**src/rtl/crfd_pkg.sv**
```systemverilog
// shared constants, codes and types of the response frame decoder
`timescale 1ns / 1ps

package crfd_pkg;

    // frame buffering
    localparam int HEAD_BYTES    = 16;
    localparam int MAX_FRAME_LEN = 255;
    localparam int LEN_W         = $clog2(MAX_FRAME_LEN + 1);

    // queue between the front and the back
    localparam int QUEUE_DEPTH = 2;
    localparam int QPTR_W      = (QUEUE_DEPTH > 1) ? $clog2(QUEUE_DEPTH) : 1;
    localparam int QCNT_W      = $clog2(QUEUE_DEPTH + 1);

    // result field widths
    localparam int FREQ_W   = 34;
    localparam int MODE_W   = 4;
    localparam int OFFSET_W = 16;
    localparam int SPEED_W  = 12;

    // framing
    localparam logic [7:0] PREAMBLE = 8'hFE;
    localparam int MIN_FRAME_LEN    = 6;

    // command codes
    localparam logic [7:0] CMD_FREQ_A    = 8'h03;
    localparam logic [7:0] CMD_MODE_A    = 8'h04;
    localparam logic [7:0] CMD_SPLIT     = 8'h0F;
    localparam logic [7:0] CMD_LEVEL     = 8'h14;
    localparam logic [7:0] CMD_PTT       = 8'h1C;
    localparam logic [7:0] CMD_OFFSET    = 8'h21;
    localparam logic [7:0] CMD_FREQ_B    = 8'h25;
    localparam logic [7:0] CMD_MODE_B    = 8'h26;
    localparam logic [7:0] CMD_VFO_DATA  = 8'h27;

    // subcommand codes
    localparam logic [7:0] SUB_SHARED    = 8'h00;
    localparam logic [7:0] SUB_RIT       = 8'h01;
    localparam logic [7:0] SUB_XIT       = 8'h02;
    localparam logic [7:0] SUB_KEYER     = 8'h0C;
    localparam logic [7:0] SUB_PTT       = 8'h00;
    localparam logic [7:0] VAL_ON        = 8'h01;

    // mode codes
    localparam logic [MODE_W-1:0] MODE_CWR   = 4'd6;
    localparam logic [MODE_W-1:0] MODE_RTTYR = 4'd7;
    localparam logic [MODE_W-1:0] MODE_NONE  = 4'd8;
    localparam logic [7:0] RAW_MODE_MAX   = 8'd5;
    localparam logic [7:0] RAW_MODE_CWR   = 8'd7;
    localparam logic [7:0] RAW_MODE_RTTYR = 8'd8;

    // one judged frame: its kept head and its payload length
    typedef struct packed {
        logic [HEAD_BYTES-1:0][7:0] head;
        logic [LEN_W-1:0]           n;
    } frame_rec_t;

    // full state snapshot
    typedef struct packed {
        logic [FREQ_W-1:0]          freq_a;
        logic [MODE_W-1:0]          mode_a;
        logic [FREQ_W-1:0]          freq_b;
        logic [MODE_W-1:0]          mode_b;
        logic                       split_on;
        logic                       rit_on;
        logic                       xit_on;
        logic signed [OFFSET_W-1:0] rit_offset;
        logic signed [OFFSET_W-1:0] xit_offset;
        logic [SPEED_W-1:0]         cw_speed;
        logic                       transmitting;
        logic [7:0]                 frame_command;
    } snapshot_t;

endpackage

```
**src/rtl/crfd_byte_if.sv**
```systemverilog
// received byte channel
`timescale 1ns / 1ps

interface crfd_byte_if;
    logic       valid;
    logic       ready;
    logic [7:0] rx_byte;
    logic       frame_end;

    modport source (output valid, output rx_byte, output frame_end, input ready);
    modport sink (input valid, input rx_byte, input frame_end, output ready);
endinterface

```
**src/rtl/crfd_snap_if.sv**
```systemverilog
// state snapshot channel
`timescale 1ns / 1ps

interface crfd_snap_if import crfd_pkg::*;
();
    logic                       valid;
    logic                       ready;
    logic [FREQ_W-1:0]          freq_a;
    logic [MODE_W-1:0]          mode_a;
    logic [FREQ_W-1:0]          freq_b;
    logic [MODE_W-1:0]          mode_b;
    logic                       split_on;
    logic                       rit_on;
    logic                       xit_on;
    logic signed [OFFSET_W-1:0] rit_offset;
    logic signed [OFFSET_W-1:0] xit_offset;
    logic [SPEED_W-1:0]         cw_speed;
    logic                       transmitting;
    logic [7:0]                 frame_command;

    modport source (
        output valid, output freq_a, output mode_a, output freq_b, output mode_b,
        output split_on, output rit_on, output xit_on, output rit_offset,
        output xit_offset, output cw_speed, output transmitting, output frame_command,
        input ready
    );
    modport sink (
        input valid, input freq_a, input mode_a, input freq_b, input mode_b,
        input split_on, input rit_on, input xit_on, input rit_offset,
        input xit_offset, input cw_speed, input transmitting, input frame_command,
        output ready
    );
endinterface

```
**src/rtl/crfd_front.sv**
```systemverilog
// frame assembly: head buffer, length count and frame check
`timescale 1ns / 1ps

module crfd_front import crfd_pkg::*;
(
    input  logic       clk,
    input  logic       rst_n,
    crfd_byte_if.sink  rx,
    input  logic       q_full,
    output logic       push,
    output frame_rec_t rec
);

    logic [LEN_W-1:0]            len_reg;
    logic [LEN_W-1:0]            len_next;
    logic [LEN_W-1:0]            len_inc;
    logic [HEAD_BYTES-1:0][7:0]  head_reg;
    logic [HEAD_BYTES-1:0][7:0]  head_cur;
    logic                        accept;
    logic                        keep;

    // a request is taken whenever the queue has room
    assign rx.ready = !q_full;
    assign accept   = rx.valid && rx.ready;

    // saturating length including the current byte
    assign len_inc = (len_reg < LEN_W'(MAX_FRAME_LEN)) ? len_reg + LEN_W'(1) : len_reg;

    // head view with the current byte merged in
    always_comb
    begin
        for (int i = 0; i < HEAD_BYTES; i++)
        begin
            head_cur[i] = (int'(len_reg) == i) ? rx.rx_byte : head_reg[i];
        end
    end

    // frame check at the last byte
    assign keep = (len_inc >= LEN_W'(MIN_FRAME_LEN))
                  && (head_cur[0] == PREAMBLE) && (head_cur[1] == PREAMBLE);
    assign push = accept && rx.frame_end && keep;

    assign rec.head = head_cur;
    assign rec.n    = len_inc - LEN_W'(MIN_FRAME_LEN);

    // length counter restarts after every frame
    always_comb
    begin
        len_next = len_reg;
        if (accept)
        begin
            len_next = rx.frame_end ? '0 : len_inc;
        end
    end

    always_ff @(posedge clk or negedge rst_n)
    begin
        if (!rst_n)
        begin
            len_reg <= '0;
        end
        else
        begin
            len_reg <= len_next;
        end
    end

    // head bytes
    always_ff @(posedge clk)
    begin
        if (accept)
        begin
            head_reg <= head_cur;
        end
    end

`ifndef SYNTHESIS
    a_len_restart: assert property (@(posedge clk) disable iff (!rst_n)
        accept && rx.frame_end |=> len_reg == '0)
        else $error("frame length not cleared after last byte");
    a_push_checked: assert property (@(posedge clk) disable iff (!rst_n)
        push |-> rec.head[0] == PREAMBLE && rec.head[1] == PREAMBLE
                 && rec.n <= LEN_W'(MAX_FRAME_LEN - MIN_FRAME_LEN))
        else $error("unchecked frame queued");
`endif

endmodule

```
**src/rtl/crfd_queue.sv**
```systemverilog
// short frame queue between the front and the back
`timescale 1ns / 1ps

module crfd_queue import crfd_pkg::*;
(
    input  logic       clk,
    input  logic       rst_n,
    input  logic       push,
    input  frame_rec_t wr_rec,
    output logic       full,
    output logic       q_valid,
    output frame_rec_t rd_rec,
    input  logic       pop
);

    frame_rec_t        mem_reg [QUEUE_DEPTH];
    logic [QPTR_W-1:0] wr_ptr_reg;
    logic [QPTR_W-1:0] wr_ptr_next;
    logic [QPTR_W-1:0] rd_ptr_reg;
    logic [QPTR_W-1:0] rd_ptr_next;
    logic [QCNT_W-1:0] cnt_reg;
    logic [QCNT_W-1:0] cnt_next;

    assign full    = (cnt_reg == QCNT_W'(QUEUE_DEPTH));
    assign q_valid = (cnt_reg != '0);
    assign rd_rec  = mem_reg[rd_ptr_reg];

    // pointer and fill count update
    always_comb
    begin
        wr_ptr_next = wr_ptr_reg;
        rd_ptr_next = rd_ptr_reg;
        cnt_next    = cnt_reg;
        if (push)
        begin
            wr_ptr_next = (wr_ptr_reg == QPTR_W'(QUEUE_DEPTH - 1)) ? '0
                          : wr_ptr_reg + QPTR_W'(1);
        end
        if (pop)
        begin
            rd_ptr_next = (rd_ptr_reg == QPTR_W'(QUEUE_DEPTH - 1)) ? '0
                          : rd_ptr_reg + QPTR_W'(1);
        end
        if (push && !pop)
        begin
            cnt_next = cnt_reg + QCNT_W'(1);
        end
        else if (pop && !push)
        begin
            cnt_next = cnt_reg - QCNT_W'(1);
        end
    end

    always_ff @(posedge clk or negedge rst_n)
    begin
        if (!rst_n)
        begin
            wr_ptr_reg <= '0;
            rd_ptr_reg <= '0;
            cnt_reg    <= '0;
        end
        else
        begin
            wr_ptr_reg <= wr_ptr_next;
            rd_ptr_reg <= rd_ptr_next;
            cnt_reg    <= cnt_next;
        end
    end

    // entry storage
    always_ff @(posedge clk)
    begin
        if (push)
        begin
            mem_reg[wr_ptr_reg] <= wr_rec;
        end
    end

`ifndef SYNTHESIS
    a_no_overflow: assert property (@(posedge clk) disable iff (!rst_n)
        push |-> !full)
        else $error("queue written while full");
    a_no_underflow: assert property (@(posedge clk) disable iff (!rst_n)
        pop |-> q_valid)
        else $error("queue read while empty");
`endif

endmodule

```
**src/rtl/crfd_back.sv**
```systemverilog
// command decode, radio state update and snapshot output
`timescale 1ns / 1ps

module crfd_back import crfd_pkg::*;
(
    input  logic        clk,
    input  logic        rst_n,
    input  logic        q_valid,
    input  frame_rec_t  q_rec,
    output logic        pop,
    crfd_snap_if.source snap
);

    // partial sum widths: three digit pairs and two digit pairs
    localparam int FLO_W       = 21;
    localparam int FHI_W       = 15;
    localparam int MAG_W       = 15;
    localparam int SX_W        = 20;
    localparam int SPEED_SCALE = 42;
    localparam int SPEED_ROUND = 127;
    localparam int SPEED_DIV   = 255;
    localparam int SPEED_BASE  = 6;
    localparam int RECIP_SHIFT = 28;
    localparam int RECIP_MUL   = (2 ** RECIP_SHIFT + SPEED_DIV - 1) / SPEED_DIV;
    localparam int RECIP_W     = 21;
    localparam int PROD_W      = SX_W + RECIP_W;
    localparam int QUO_W       = PROD_W - RECIP_SHIFT;

    typedef struct packed {
        logic [7:0]                 cmd;
        logic                       freq_a_we;
        logic                       freq_b_we;
        logic [FLO_W-1:0]           freq_lo;
        logic [FHI_W-1:0]           freq_hi;
        logic                       mode_a_we;
        logic                       mode_b_we;
        logic [MODE_W-1:0]          mode_val;
        logic                       split_we;
        logic                       split_val;
        logic                       rit_flag_we;
        logic                       xit_flag_we;
        logic                       flag_val;
        logic                       rit_off_we;
        logic                       xit_off_we;
        logic signed [OFFSET_W-1:0] off_val;
        logic                       speed_we;
        logic [SX_W-1:0]            speed_x;
        logic                       tx_we;
        logic                       tx_val;
    } upd_t;

    // payload byte i of a frame, zero beyond the kept head
    function automatic logic [7:0] pl(input frame_rec_t r, input int i);
        if (i + 5 < HEAD_BYTES)
        begin
            return r.head[i + 5];
        end
        return 8'h00;
    endfunction

    // two bcd digits to their value, nibbles taken at face value
    function automatic logic [7:0] bcd_pair(input logic [7:0] b);
        return 8'(b[3:0]) + 8'({b[7:4], 3'b000}) + 8'({b[7:4], 1'b0});
    endfunction

    function automatic logic [MODE_W-1:0] map_mode(input logic [7:0] c);
        logic [MODE_W-1:0] m;
        if (c <= RAW_MODE_MAX)
        begin
            m = MODE_W'(c);
        end
        else if (c == RAW_MODE_CWR)
        begin
            m = MODE_CWR;
        end
        else if (c == RAW_MODE_RTTYR)
        begin
            m = MODE_RTTYR;
        end
        else
        begin
            m = MODE_NONE;
        end
        return m;
    endfunction

    // signed offset: low byte ones and tens, high byte hundreds and thousands
    function automatic logic signed [OFFSET_W-1:0] offset_val(input logic [7:0] lo,
                                                             input logic [7:0] hi,
                                                             input logic [7:0] sgn);
        logic [MAG_W-1:0]    mag;
        logic [OFFSET_W-1:0] ext;
        mag = MAG_W'(bcd_pair(lo)) + MAG_W'(bcd_pair(hi)) * MAG_W'(100);
        ext = OFFSET_W'(mag);
        return (sgn != 8'h00) ? $signed(-ext) : $signed(ext);
    endfunction

    upd_t                       a_reg;
    upd_t                       a_next;
    logic                       a_valid_reg;
    logic                       a_load;
    logic                       fire_b;
    logic [LEN_W-1:0]           n;
    logic [7:0]                 cmd;
    logic [4:0][7:0]            fbytes;
    logic [4:0][7:0]            fpairs;
    logic [MAG_W-1:0]           level;
    logic                       ofs_flag_we;
    logic                       ofs_off_we;
    logic                       ofs_flag_val;
    logic signed [OFFSET_W-1:0] ofs_val;

    logic [FREQ_W-1:0]          freq_a_reg;
    logic [FREQ_W-1:0]          freq_a_next;
    logic [FREQ_W-1:0]          freq_b_reg;
    logic [FREQ_W-1:0]          freq_b_next;
    logic [MODE_W-1:0]          mode_a_reg;
    logic [MODE_W-1:0]          mode_a_next;
    logic [MODE_W-1:0]          mode_b_reg;
    logic [MODE_W-1:0]          mode_b_next;
    logic                       split_reg;
    logic                       split_next;
    logic                       rit_reg;
    logic                       rit_next;
    logic                       xit_reg;
    logic                       xit_next;
    logic                       tx_reg;
    logic                       tx_next;
    logic signed [OFFSET_W-1:0] rit_off_reg;
    logic signed [OFFSET_W-1:0] rit_off_next;
    logic signed [OFFSET_W-1:0] xit_off_reg;
    logic signed [OFFSET_W-1:0] xit_off_next;
    logic [SPEED_W-1:0]         speed_reg;
    logic [SPEED_W-1:0]         speed_next;
    logic [FREQ_W-1:0]          freq_new;
    logic [PROD_W-1:0]          speed_prod;
    logic [QUO_W-1:0]           speed_quo;
    logic [SPEED_W-1:0]         speed_new;
    snapshot_t                  snap_reg;
    snapshot_t                  snap_next;
    logic                       snap_valid_reg;
    logic                       snap_valid_next;

    // pipeline control
    assign fire_b = a_valid_reg && (!snap_valid_reg || snap.ready);
    assign a_load = q_valid && (!a_valid_reg || fire_b);
    assign pop    = a_load;

    assign n   = q_rec.n;
    assign cmd = q_rec.head[4];

    // frequency digit bytes: plain frequency reply or combined vfo reply
    always_comb
    begin
        for (int k = 0; k < 5; k++)
        begin
            fbytes[k] = (cmd == CMD_VFO_DATA) ? pl(q_rec, k + 5) : pl(q_rec, k);
            fpairs[k] = bcd_pair(fbytes[k]);
        end
    end

    assign level = MAG_W'(bcd_pair(pl(q_rec, 1))) * MAG_W'(100)
                   + MAG_W'(bcd_pair(pl(q_rec, 2)));

    // rit or xit reply: flag only, flag and offset, or offset only
    always_comb
    begin
        ofs_flag_we  = 1'b0;
        ofs_off_we   = 1'b0;
        ofs_flag_val = (pl(q_rec, 1) == VAL_ON);
        ofs_val      = offset_val(pl(q_rec, 1), pl(q_rec, 2), pl(q_rec, 4));
        if (n == LEN_W'(2))
        begin
            ofs_flag_we = 1'b1;
        end
        else if (n >= LEN_W'(5))
        begin
            ofs_off_we = 1'b1;
            if (pl(q_rec, 1) <= VAL_ON && n >= LEN_W'(6))
            begin
                ofs_flag_we = 1'b1;
                ofs_val     = offset_val(pl(q_rec, 2), pl(q_rec, 3), pl(q_rec, 5));
            end
        end
    end

    // command decode into update requests
    always_comb
    begin
        a_next             = '0;
        a_next.cmd         = cmd;
        a_next.freq_lo     = FLO_W'(fpairs[0]) + FLO_W'(fpairs[1]) * FLO_W'(100)
                             + FLO_W'(fpairs[2]) * FLO_W'(10000);
        a_next.freq_hi     = FHI_W'(fpairs[3]) + FHI_W'(fpairs[4]) * FHI_W'(100);
        a_next.mode_val    = map_mode(pl(q_rec, 0));
        a_next.split_val   = (pl(q_rec, 0) == VAL_ON);
        a_next.flag_val    = ofs_flag_val;
        a_next.off_val     = ofs_val;
        a_next.speed_x     = SX_W'(level) * SX_W'(SPEED_SCALE) + SX_W'(SPEED_ROUND);
        a_next.tx_val      = (pl(q_rec, 1) == VAL_ON);
        unique case (cmd)
            CMD_FREQ_A:
            begin
                a_next.freq_a_we = (n >= LEN_W'(5));
            end
            CMD_FREQ_B:
            begin
                a_next.freq_b_we = (n >= LEN_W'(5));
            end
            CMD_MODE_A:
            begin
                a_next.mode_a_we = (n >= LEN_W'(1));
            end
            CMD_MODE_B:
            begin
                a_next.mode_b_we = (n >= LEN_W'(1));
            end
            CMD_SPLIT:
            begin
                a_next.split_we = (n >= LEN_W'(1));
            end
            CMD_OFFSET:
            begin
                if (n >= LEN_W'(1))
                begin
                    priority if (pl(q_rec, 0) == SUB_RIT)
                    begin
                        a_next.rit_flag_we = ofs_flag_we;
                        a_next.rit_off_we  = ofs_off_we;
                    end
                    else if (pl(q_rec, 0) == SUB_XIT)
                    begin
                        a_next.xit_flag_we = ofs_flag_we;
                        a_next.xit_off_we  = ofs_off_we;
                    end
                    else if (pl(q_rec, 0) == SUB_SHARED && n >= LEN_W'(4))
                    begin
                        a_next.rit_off_we = 1'b1;
                        a_next.xit_off_we = 1'b1;
                        a_next.off_val    = offset_val(pl(q_rec, 2), pl(q_rec, 1),
                                                       pl(q_rec, 3));
                    end
                    else
                    begin
                        a_next.rit_off_we = 1'b0;
                    end
                end
            end
            CMD_LEVEL:
            begin
                a_next.speed_we = (n >= LEN_W'(3)) && (pl(q_rec, 0) == SUB_KEYER);
            end
            CMD_PTT:
            begin
                a_next.tx_we = (n >= LEN_W'(2)) && (pl(q_rec, 0) == SUB_PTT);
            end
            CMD_VFO_DATA:
            begin
                a_next.freq_a_we = (n >= LEN_W'(11));
                a_next.mode_a_we = (n >= LEN_W'(11));
                a_next.mode_val  = map_mode(pl(q_rec, 10));
            end
            default:
            begin
                a_next.freq_a_we = 1'b0;
            end
        endcase
    end

    // decode stage register
    always_ff @(posedge clk or negedge rst_n)
    begin
        if (!rst_n)
        begin
            a_valid_reg <= 1'b0;
        end
        else if (a_load)
        begin
            a_valid_reg <= 1'b1;
        end
        else if (fire_b)
        begin
            a_valid_reg <= 1'b0;
        end
    end

    always_ff @(posedge clk)
    begin
        if (a_load)
        begin
            a_reg <= a_next;
        end
    end

    // final frequency sum and keyer speed scaling by reciprocal
    assign freq_new   = FREQ_W'(a_reg.freq_hi) * FREQ_W'(1000000) + FREQ_W'(a_reg.freq_lo);
    assign speed_prod = PROD_W'(a_reg.speed_x) * PROD_W'(RECIP_MUL);
    assign speed_quo  = speed_prod[PROD_W-1:RECIP_SHIFT];
    assign speed_new  = SPEED_W'(speed_quo + QUO_W'(SPEED_BASE));

    // state update
    always_comb
    begin
        freq_a_next  = (fire_b && a_reg.freq_a_we) ? freq_new : freq_a_reg;
        freq_b_next  = (fire_b && a_reg.freq_b_we) ? freq_new : freq_b_reg;
        mode_a_next  = (fire_b && a_reg.mode_a_we) ? a_reg.mode_val : mode_a_reg;
        mode_b_next  = (fire_b && a_reg.mode_b_we) ? a_reg.mode_val : mode_b_reg;
        split_next   = (fire_b && a_reg.split_we) ? a_reg.split_val : split_reg;
        rit_next     = (fire_b && a_reg.rit_flag_we) ? a_reg.flag_val : rit_reg;
        xit_next     = (fire_b && a_reg.xit_flag_we) ? a_reg.flag_val : xit_reg;
        tx_next      = (fire_b && a_reg.tx_we) ? a_reg.tx_val : tx_reg;
        rit_off_next = (fire_b && a_reg.rit_off_we) ? a_reg.off_val : rit_off_reg;
        xit_off_next = (fire_b && a_reg.xit_off_we) ? a_reg.off_val : xit_off_reg;
        speed_next   = (fire_b && a_reg.speed_we) ? speed_new : speed_reg;
    end

    // snapshot of the updated state
    always_comb
    begin
        snap_next.freq_a        = freq_a_next;
        snap_next.mode_a        = mode_a_next;
        snap_next.freq_b        = freq_b_next;
        snap_next.mode_b        = mode_b_next;
        snap_next.split_on      = split_next;
        snap_next.rit_on        = rit_next;
        snap_next.xit_on        = xit_next;
        snap_next.rit_offset    = rit_off_next;
        snap_next.xit_offset    = xit_off_next;
        snap_next.cw_speed      = speed_next;
        snap_next.transmitting  = tx_next;
        snap_next.frame_command = a_reg.cmd;
        snap_valid_next = fire_b ? 1'b1 : (snap.ready ? 1'b0 : snap_valid_reg);
    end

    always_ff @(posedge clk or negedge rst_n)
    begin
        if (!rst_n)
        begin
            freq_a_reg     <= '0;
            freq_b_reg     <= '0;
            mode_a_reg     <= MODE_NONE;
            mode_b_reg     <= MODE_NONE;
            split_reg      <= 1'b0;
            rit_reg        <= 1'b0;
            xit_reg        <= 1'b0;
            tx_reg         <= 1'b0;
            rit_off_reg    <= '0;
            xit_off_reg    <= '0;
            speed_reg      <= '0;
            snap_valid_reg <= 1'b0;
        end
        else
        begin
            freq_a_reg     <= freq_a_next;
            freq_b_reg     <= freq_b_next;
            mode_a_reg     <= mode_a_next;
            mode_b_reg     <= mode_b_next;
            split_reg      <= split_next;
            rit_reg        <= rit_next;
            xit_reg        <= xit_next;
            tx_reg         <= tx_next;
            rit_off_reg    <= rit_off_next;
            xit_off_reg    <= xit_off_next;
            speed_reg      <= speed_next;
            snap_valid_reg <= snap_valid_next;
        end
    end

    always_ff @(posedge clk)
    begin
        if (fire_b)
        begin
            snap_reg <= snap_next;
        end
    end

    // output channel
    assign snap.valid         = snap_valid_reg;
    assign snap.freq_a        = snap_reg.freq_a;
    assign snap.mode_a        = snap_reg.mode_a;
    assign snap.freq_b        = snap_reg.freq_b;
    assign snap.mode_b        = snap_reg.mode_b;
    assign snap.split_on      = snap_reg.split_on;
    assign snap.rit_on        = snap_reg.rit_on;
    assign snap.xit_on        = snap_reg.xit_on;
    assign snap.rit_offset    = snap_reg.rit_offset;
    assign snap.xit_offset    = snap_reg.xit_offset;
    assign snap.cw_speed      = snap_reg.cw_speed;
    assign snap.transmitting  = snap_reg.transmitting;
    assign snap.frame_command = snap_reg.frame_command;

`ifndef SYNTHESIS
    a_stage_held: assert property (@(posedge clk) disable iff (!rst_n)
        a_valid_reg && !fire_b |=> a_valid_reg)
        else $error("decoded frame lost while stalled");
    a_snap_cmd: assert property (@(posedge clk) disable iff (!rst_n)
        fire_b |=> snap.valid && snap.frame_command == $past(a_reg.cmd))
        else $error("snapshot does not follow decoded frame");
    a_mode_range: assert property (@(posedge clk) disable iff (!rst_n)
        mode_a_reg <= MODE_NONE && mode_b_reg <= MODE_NONE)
        else $error("mode register out of range");
`endif

endmodule

```
**src/rtl/civ_response_frame_decoder_unit.sv**
```systemverilog
// top level of the transceiver response frame decoder
// a good frame passes the queue, then the decode stage and snapshot registers
// rates: one byte per cycle while the queue has room, one snapshot per cycle at most
// a frame queue of two entries decouples byte intake from decode and output stall
// reset: asynchronous, restores the radio state to its cleared values at once
// the head buffer is not cleared and needs no clearing pass
`timescale 1ns / 1ps

module civ_response_frame_decoder_unit import crfd_pkg::*;
(
    input  logic        clk,
    input  logic        rst_n,
    crfd_byte_if.sink   rx,
    crfd_snap_if.source snap
);

    logic       push;
    logic       q_full;
    logic       q_valid;
    logic       pop;
    frame_rec_t wr_rec;
    frame_rec_t rd_rec;

    // byte intake and frame check
    crfd_front u_front (
        .clk    (clk),
        .rst_n  (rst_n),
        .rx     (rx),
        .q_full (q_full),
        .push   (push),
        .rec    (wr_rec)
    );

    // judged frames awaiting decode
    crfd_queue u_queue (
        .clk     (clk),
        .rst_n   (rst_n),
        .push    (push),
        .wr_rec  (wr_rec),
        .full    (q_full),
        .q_valid (q_valid),
        .rd_rec  (rd_rec),
        .pop     (pop)
    );

    // decode, state update and snapshot
    crfd_back u_back (
        .clk     (clk),
        .rst_n   (rst_n),
        .q_valid (q_valid),
        .q_rec   (rd_rec),
        .pop     (pop),
        .snap    (snap)
    );

endmodule
```
**src/flat_wrapper.sv**
```systemverilog
// flat-port wrapper written by rule: the top's interface ports become plain ports
module civ_response_frame_decoder_unit_flat import crfd_pkg::*;
  (clk, rst_n, rx_valid, rx_rx_byte, rx_frame_end, rx_ready, snap_valid, snap_freq_a, snap_mode_a, snap_freq_b, snap_mode_b, snap_split_on, snap_rit_on, snap_xit_on, snap_rit_offset, snap_xit_offset, snap_cw_speed, snap_transmitting, snap_frame_command, snap_ready);
  crfd_byte_if rx_i ();
  crfd_snap_if snap_i ();
  input  logic clk;
  input  logic rst_n;
  input wire logic [$bits(rx_i.valid)-1:0] rx_valid;
  input wire logic [$bits(rx_i.rx_byte)-1:0] rx_rx_byte;
  input wire logic [$bits(rx_i.frame_end)-1:0] rx_frame_end;
  output wire logic [$bits(rx_i.ready)-1:0] rx_ready;
  output wire logic [$bits(snap_i.valid)-1:0] snap_valid;
  output wire logic [$bits(snap_i.freq_a)-1:0] snap_freq_a;
  output wire logic [$bits(snap_i.mode_a)-1:0] snap_mode_a;
  output wire logic [$bits(snap_i.freq_b)-1:0] snap_freq_b;
  output wire logic [$bits(snap_i.mode_b)-1:0] snap_mode_b;
  output wire logic [$bits(snap_i.split_on)-1:0] snap_split_on;
  output wire logic [$bits(snap_i.rit_on)-1:0] snap_rit_on;
  output wire logic [$bits(snap_i.xit_on)-1:0] snap_xit_on;
  output wire logic [$bits(snap_i.rit_offset)-1:0] snap_rit_offset;
  output wire logic [$bits(snap_i.xit_offset)-1:0] snap_xit_offset;
  output wire logic [$bits(snap_i.cw_speed)-1:0] snap_cw_speed;
  output wire logic [$bits(snap_i.transmitting)-1:0] snap_transmitting;
  output wire logic [$bits(snap_i.frame_command)-1:0] snap_frame_command;
  input wire logic [$bits(snap_i.ready)-1:0] snap_ready;
  assign rx_i.valid = rx_valid;
  assign rx_i.rx_byte = rx_rx_byte;
  assign rx_i.frame_end = rx_frame_end;
  assign rx_ready = rx_i.ready;
  assign snap_valid = snap_i.valid;
  assign snap_freq_a = snap_i.freq_a;
  assign snap_mode_a = snap_i.mode_a;
  assign snap_freq_b = snap_i.freq_b;
  assign snap_mode_b = snap_i.mode_b;
  assign snap_split_on = snap_i.split_on;
  assign snap_rit_on = snap_i.rit_on;
  assign snap_xit_on = snap_i.xit_on;
  assign snap_rit_offset = snap_i.rit_offset;
  assign snap_xit_offset = snap_i.xit_offset;
  assign snap_cw_speed = snap_i.cw_speed;
  assign snap_transmitting = snap_i.transmitting;
  assign snap_frame_command = snap_i.frame_command;
  assign snap_i.ready = snap_ready;
  civ_response_frame_decoder_unit u_core (.clk(clk), .rst_n(rst_n), .rx(rx_i), .snap(snap_i));
endmodule
```
**config.mk**
```make
export PLATFORM = sky130hd
export DESIGN_NAME = civ_response_frame_decoder_unit_flat
export DESIGN_NICKNAME = d
export VERILOG_FILES = /design/src/rtl/crfd_pkg.sv /design/src/rtl/crfd_byte_if.sv /design/src/rtl/crfd_snap_if.sv /design/src/rtl/crfd_front.sv /design/src/rtl/crfd_queue.sv /design/src/rtl/crfd_back.sv /design/src/rtl/civ_response_frame_decoder_unit.sv /design/src/flat_wrapper.sv
export SDC_FILE = /design/constraint.sdc
export NUM_CORES = 2
export LEC_CHECK = 0
export BUFFER_PORTS_ARGS = -buffer_cell sky130_fd_sc_hd__buf_2
export CAP_MARGIN = 0
export CELL_PAD_IN_SITES_DETAIL_PLACEMENT = 0
export CELL_PAD_IN_SITES_GLOBAL_PLACEMENT = 1
export CORE_MARGIN = 5
export CORE_UTILIZATION = 40
export CTS_BUF_LIST = sky130_fd_sc_hd__clkbuf_4 sky130_fd_sc_hd__clkbuf_8
export DETAILED_ROUTE_END_ITERATION = 16
export GPL_TIMING_DRIVEN = 0
export PLACE_DENSITY_LB_ADDON = 0.1
export SYNTH_ARGS = -nofsm -noshare
export SYNTH_HDL_FRONTEND = slang
export SYNTH_SLANG_ARGS = --single-unit
```
**constraint.sdc**
```tcl
create_clock -name clk -period 11.8 [get_ports clk]
set_input_delay 1.77 -clock clk [delete_from_list [all_inputs] [get_ports clk]]
set_output_delay 1.77 -clock clk [all_outputs]
set_load 0.005 [all_outputs]
```
==> flow_metrics.tcl <==
set metrics [dict create \
    required_ps 12320 \
    largest_register_ffs 208 \
    critPathMaxStageDelay_ps 990 \
    rsz0062_at_grt "no" \
    final_cell_mix "ha_1, edfxtp_1, inv_1, mux2_2, nand2_1" \
    wl_per_cell_um 19.7 \
    grt_use_total 0.186 \
    synthCells 3622 \
    io_pins 147 \
    port_buffers 146 \
    min_period_over_period 0.926 \
    grt_pass1_wl_um 169000 \
    drtPass1Iterations 5 \
    tns_ps 0 \
    dieArea_um2 118000 \
    start_util 0.402 \
    cts_buffers 116 \
    reg2reg_depth 32 \
    yosysSeqAreaShare 0.449 \
    cts_tree "built" \
    antenna_found_initial 7 \
    status "complete, no violations" \
    ant_nets 0 \
    syn-cell-area_um2 44400 \
    synthFlopType "edfxtp_1" \
    netlist_top_cells_area "edfxtp_1, ha_1, dfrtp_1" \
    place.gp.congestion 0.800 \
    yosysUniqueCellTypes 84 \
    drv_cap 0 \
    syn_nets 4368 \
    die_w_um 343 \
    period_minus_slack_ps 10930 \
    synth_top_area_frac 0.371 \
    cts.sinks 686 \
    clock_latency_ps 820 \
    initialDrtViolationCount 1435 \
    row_count 122 \
    fp.coreArea_um2 110000 \
    final_common_cell "ha_1" \
    dp_hpwl_um 82700 \
    hold_buffers 0 \
    worst_setup_path_start_kind "register" \
    grt_max_degree 91 \
    path_class "reg -> reg" \
    cts_resized 0 \
    yosys_warnings 0 \
    slew_violations 0 \
    root_buffer "clkbuf_8" \
    drive_above_1_share 0.165 \
    finalSetupViolCount 0 \
    path_max_fanout 10 \
    viasPerCell 5.06 \
    async_reset_ff_frac 0.201 \
    crit_arrival_ps 11450 \
    post-route-drc-count 0 \
    grt-ovfl-total 0 \
    hold_viol 0 \
    hp-class "reg -> reg" \
    clock_path_buffers 3 \
    clk_pin_slew_ps 60 \
    regToRegSetupSlack_ps 870 \
    synth-edff-count 548 \
    tightest_slew_ps 1290 \
    fin_nets 4648 \
    wl_um 108000 \
    fin_worst_skew_ps 78.8 \
    crit_top_cell "ha_1" \
    num_vias 27820 \
    grt_pass1_vias 28460 \
    post-synth-top-area-cell "edfxtp_1" \
    cp_slowest_cell "nor3_1" \
    syn_area_per_cell_um2 12.2 \
    syn_to_final_growth_pct 12.8 \
    htreeDepth 3 \
    fmax_ghz 0.0915 \
    end_kind "register" \
    hold_depth 0 \
    die_h_um 343 \
    post-cts-setup-buffers 0 \
    ys_ff_latch 686 \
    max-slew-margin-rel 0.130 \
]
==> routing by layer <==
layer | share of wire | up-vias | track usage | routed length (um)
met5 | 0.00012 | - | 0 | 13
met4 | 0.017 | 2 | 0.0416 | 1850
met3 | 0.042 | 121 | 0.0302 | 4550
met2 | 0.46 | 457 | 0.301 | 49800
met1 | 0.48 | 13445 | 0.263 | 52200
li1 | - | 13795 | - | -
==> final timing paths <==
check | end | startpoint
worst max-delay path | u_core.u_back.a_reg[87] | u_core.u_queue.rd_ptr_reg
worst min-delay path | u_core.u_back.snap.frame_command[7] | u_core.u_back.a_reg[97]
worst max register to register | u_core.u_back.a_reg[87] | u_core.u_queue.rd_ptr_reg
min in group asynchronous | u_core.u_back.speed_reg[1] | rst_n
max in group asynchronous | u_core.u_front.len_reg[6] | rst_n
worst min register to register | u_core.u_back.snap.frame_command[7] | u_core.u_back.a_reg[97]
==> cells by family (layout without fill, tap and decap cells) <==
| group | Yosys count | in the layout | synth area share |
|---|---|---|---|
| xor gates and xnor gates | 271 | 271 | 0.0542 |
| and+or+nand+nor | 650 | 650 | 0.0719 |
| buffers and inverters | 395 | 777 | 0.0342 |
| AOI/OAI and AO/OA | 599 | 599 | 0.0864 |
| muxes | 287 | 287 | 0.0743 |
| adders and majority gates | 734 | 734 | 0.230 |
| DFF | 686 | 686 | 0.449 |
| other | 0 | 5 | 0 |
==> stage by stage <==
step	instance area, um^2	utilization	hold slack, ps	setup WS [ps]	std cells
after global placement	47000	0.425	408	-2680	5256
after global routing	50000	0.453	411	58.3	5494
after CTS	50000	0.453	412	783	5491
final	50000	0.453	407	874	5497
after floorplan	44400	-	400	2460	3622
after detailed placement	47400	0.429	406	866	5271
==> layout make-up <==
type                            count  area (um^2)
Multi-Input combinational cell   2541        23000
Clock buffer                      178         2140
Clock inverter                     42          484
Sequential cell                   686        19900
Tap cell                         1488         1860
Buffer                             69          299
Inverter                          326         1230
Timing Repair Buffer              162         1120
Fill cell                       10267        60400
Antenna cell                        5         12.5
==> synth_stat cells (all sizes together) (7+ instances only) <==
cell    count
a211oi     36
a21o       63
a21oi     154
a31oi      16
and2       13
and3       19
buf        21
clkbuf     48
dfrtp     136
edfxtp    548
fa        136
ha        597
inv       326
mux2      218
mux2i      57
mux4       12
nand2     178
nand2b     32
nand3      68
nand4      23
nor2      150
nor2b      39
nor3       46
nor3b      11
nor4       26
o211ai     20
o21a       28
o21ai     165
o21bai     24
o22ai      10
o31a        7
o31ai      14
or2         7
or3        10
or4         7
xnor2     175
xor2       95
==> critical path: cells and delay by family, from the launching register on <==
family | cells | cell delay [ps]
adders and majority gates | 9 | 3360
AOI/OAI and AO/OA | 8 | 2730
buffers and inverters | 7 | 1930
and+or+nand+nor | 5 | 1490
muxes | 1 | 430
DFF | 1 | 390
xor gates and xnor gates | 2 | 310
Power is left out: the tool's default activity adds up to more than one toggle a clock period on the data nets, which glitch-free logic cannot reach.
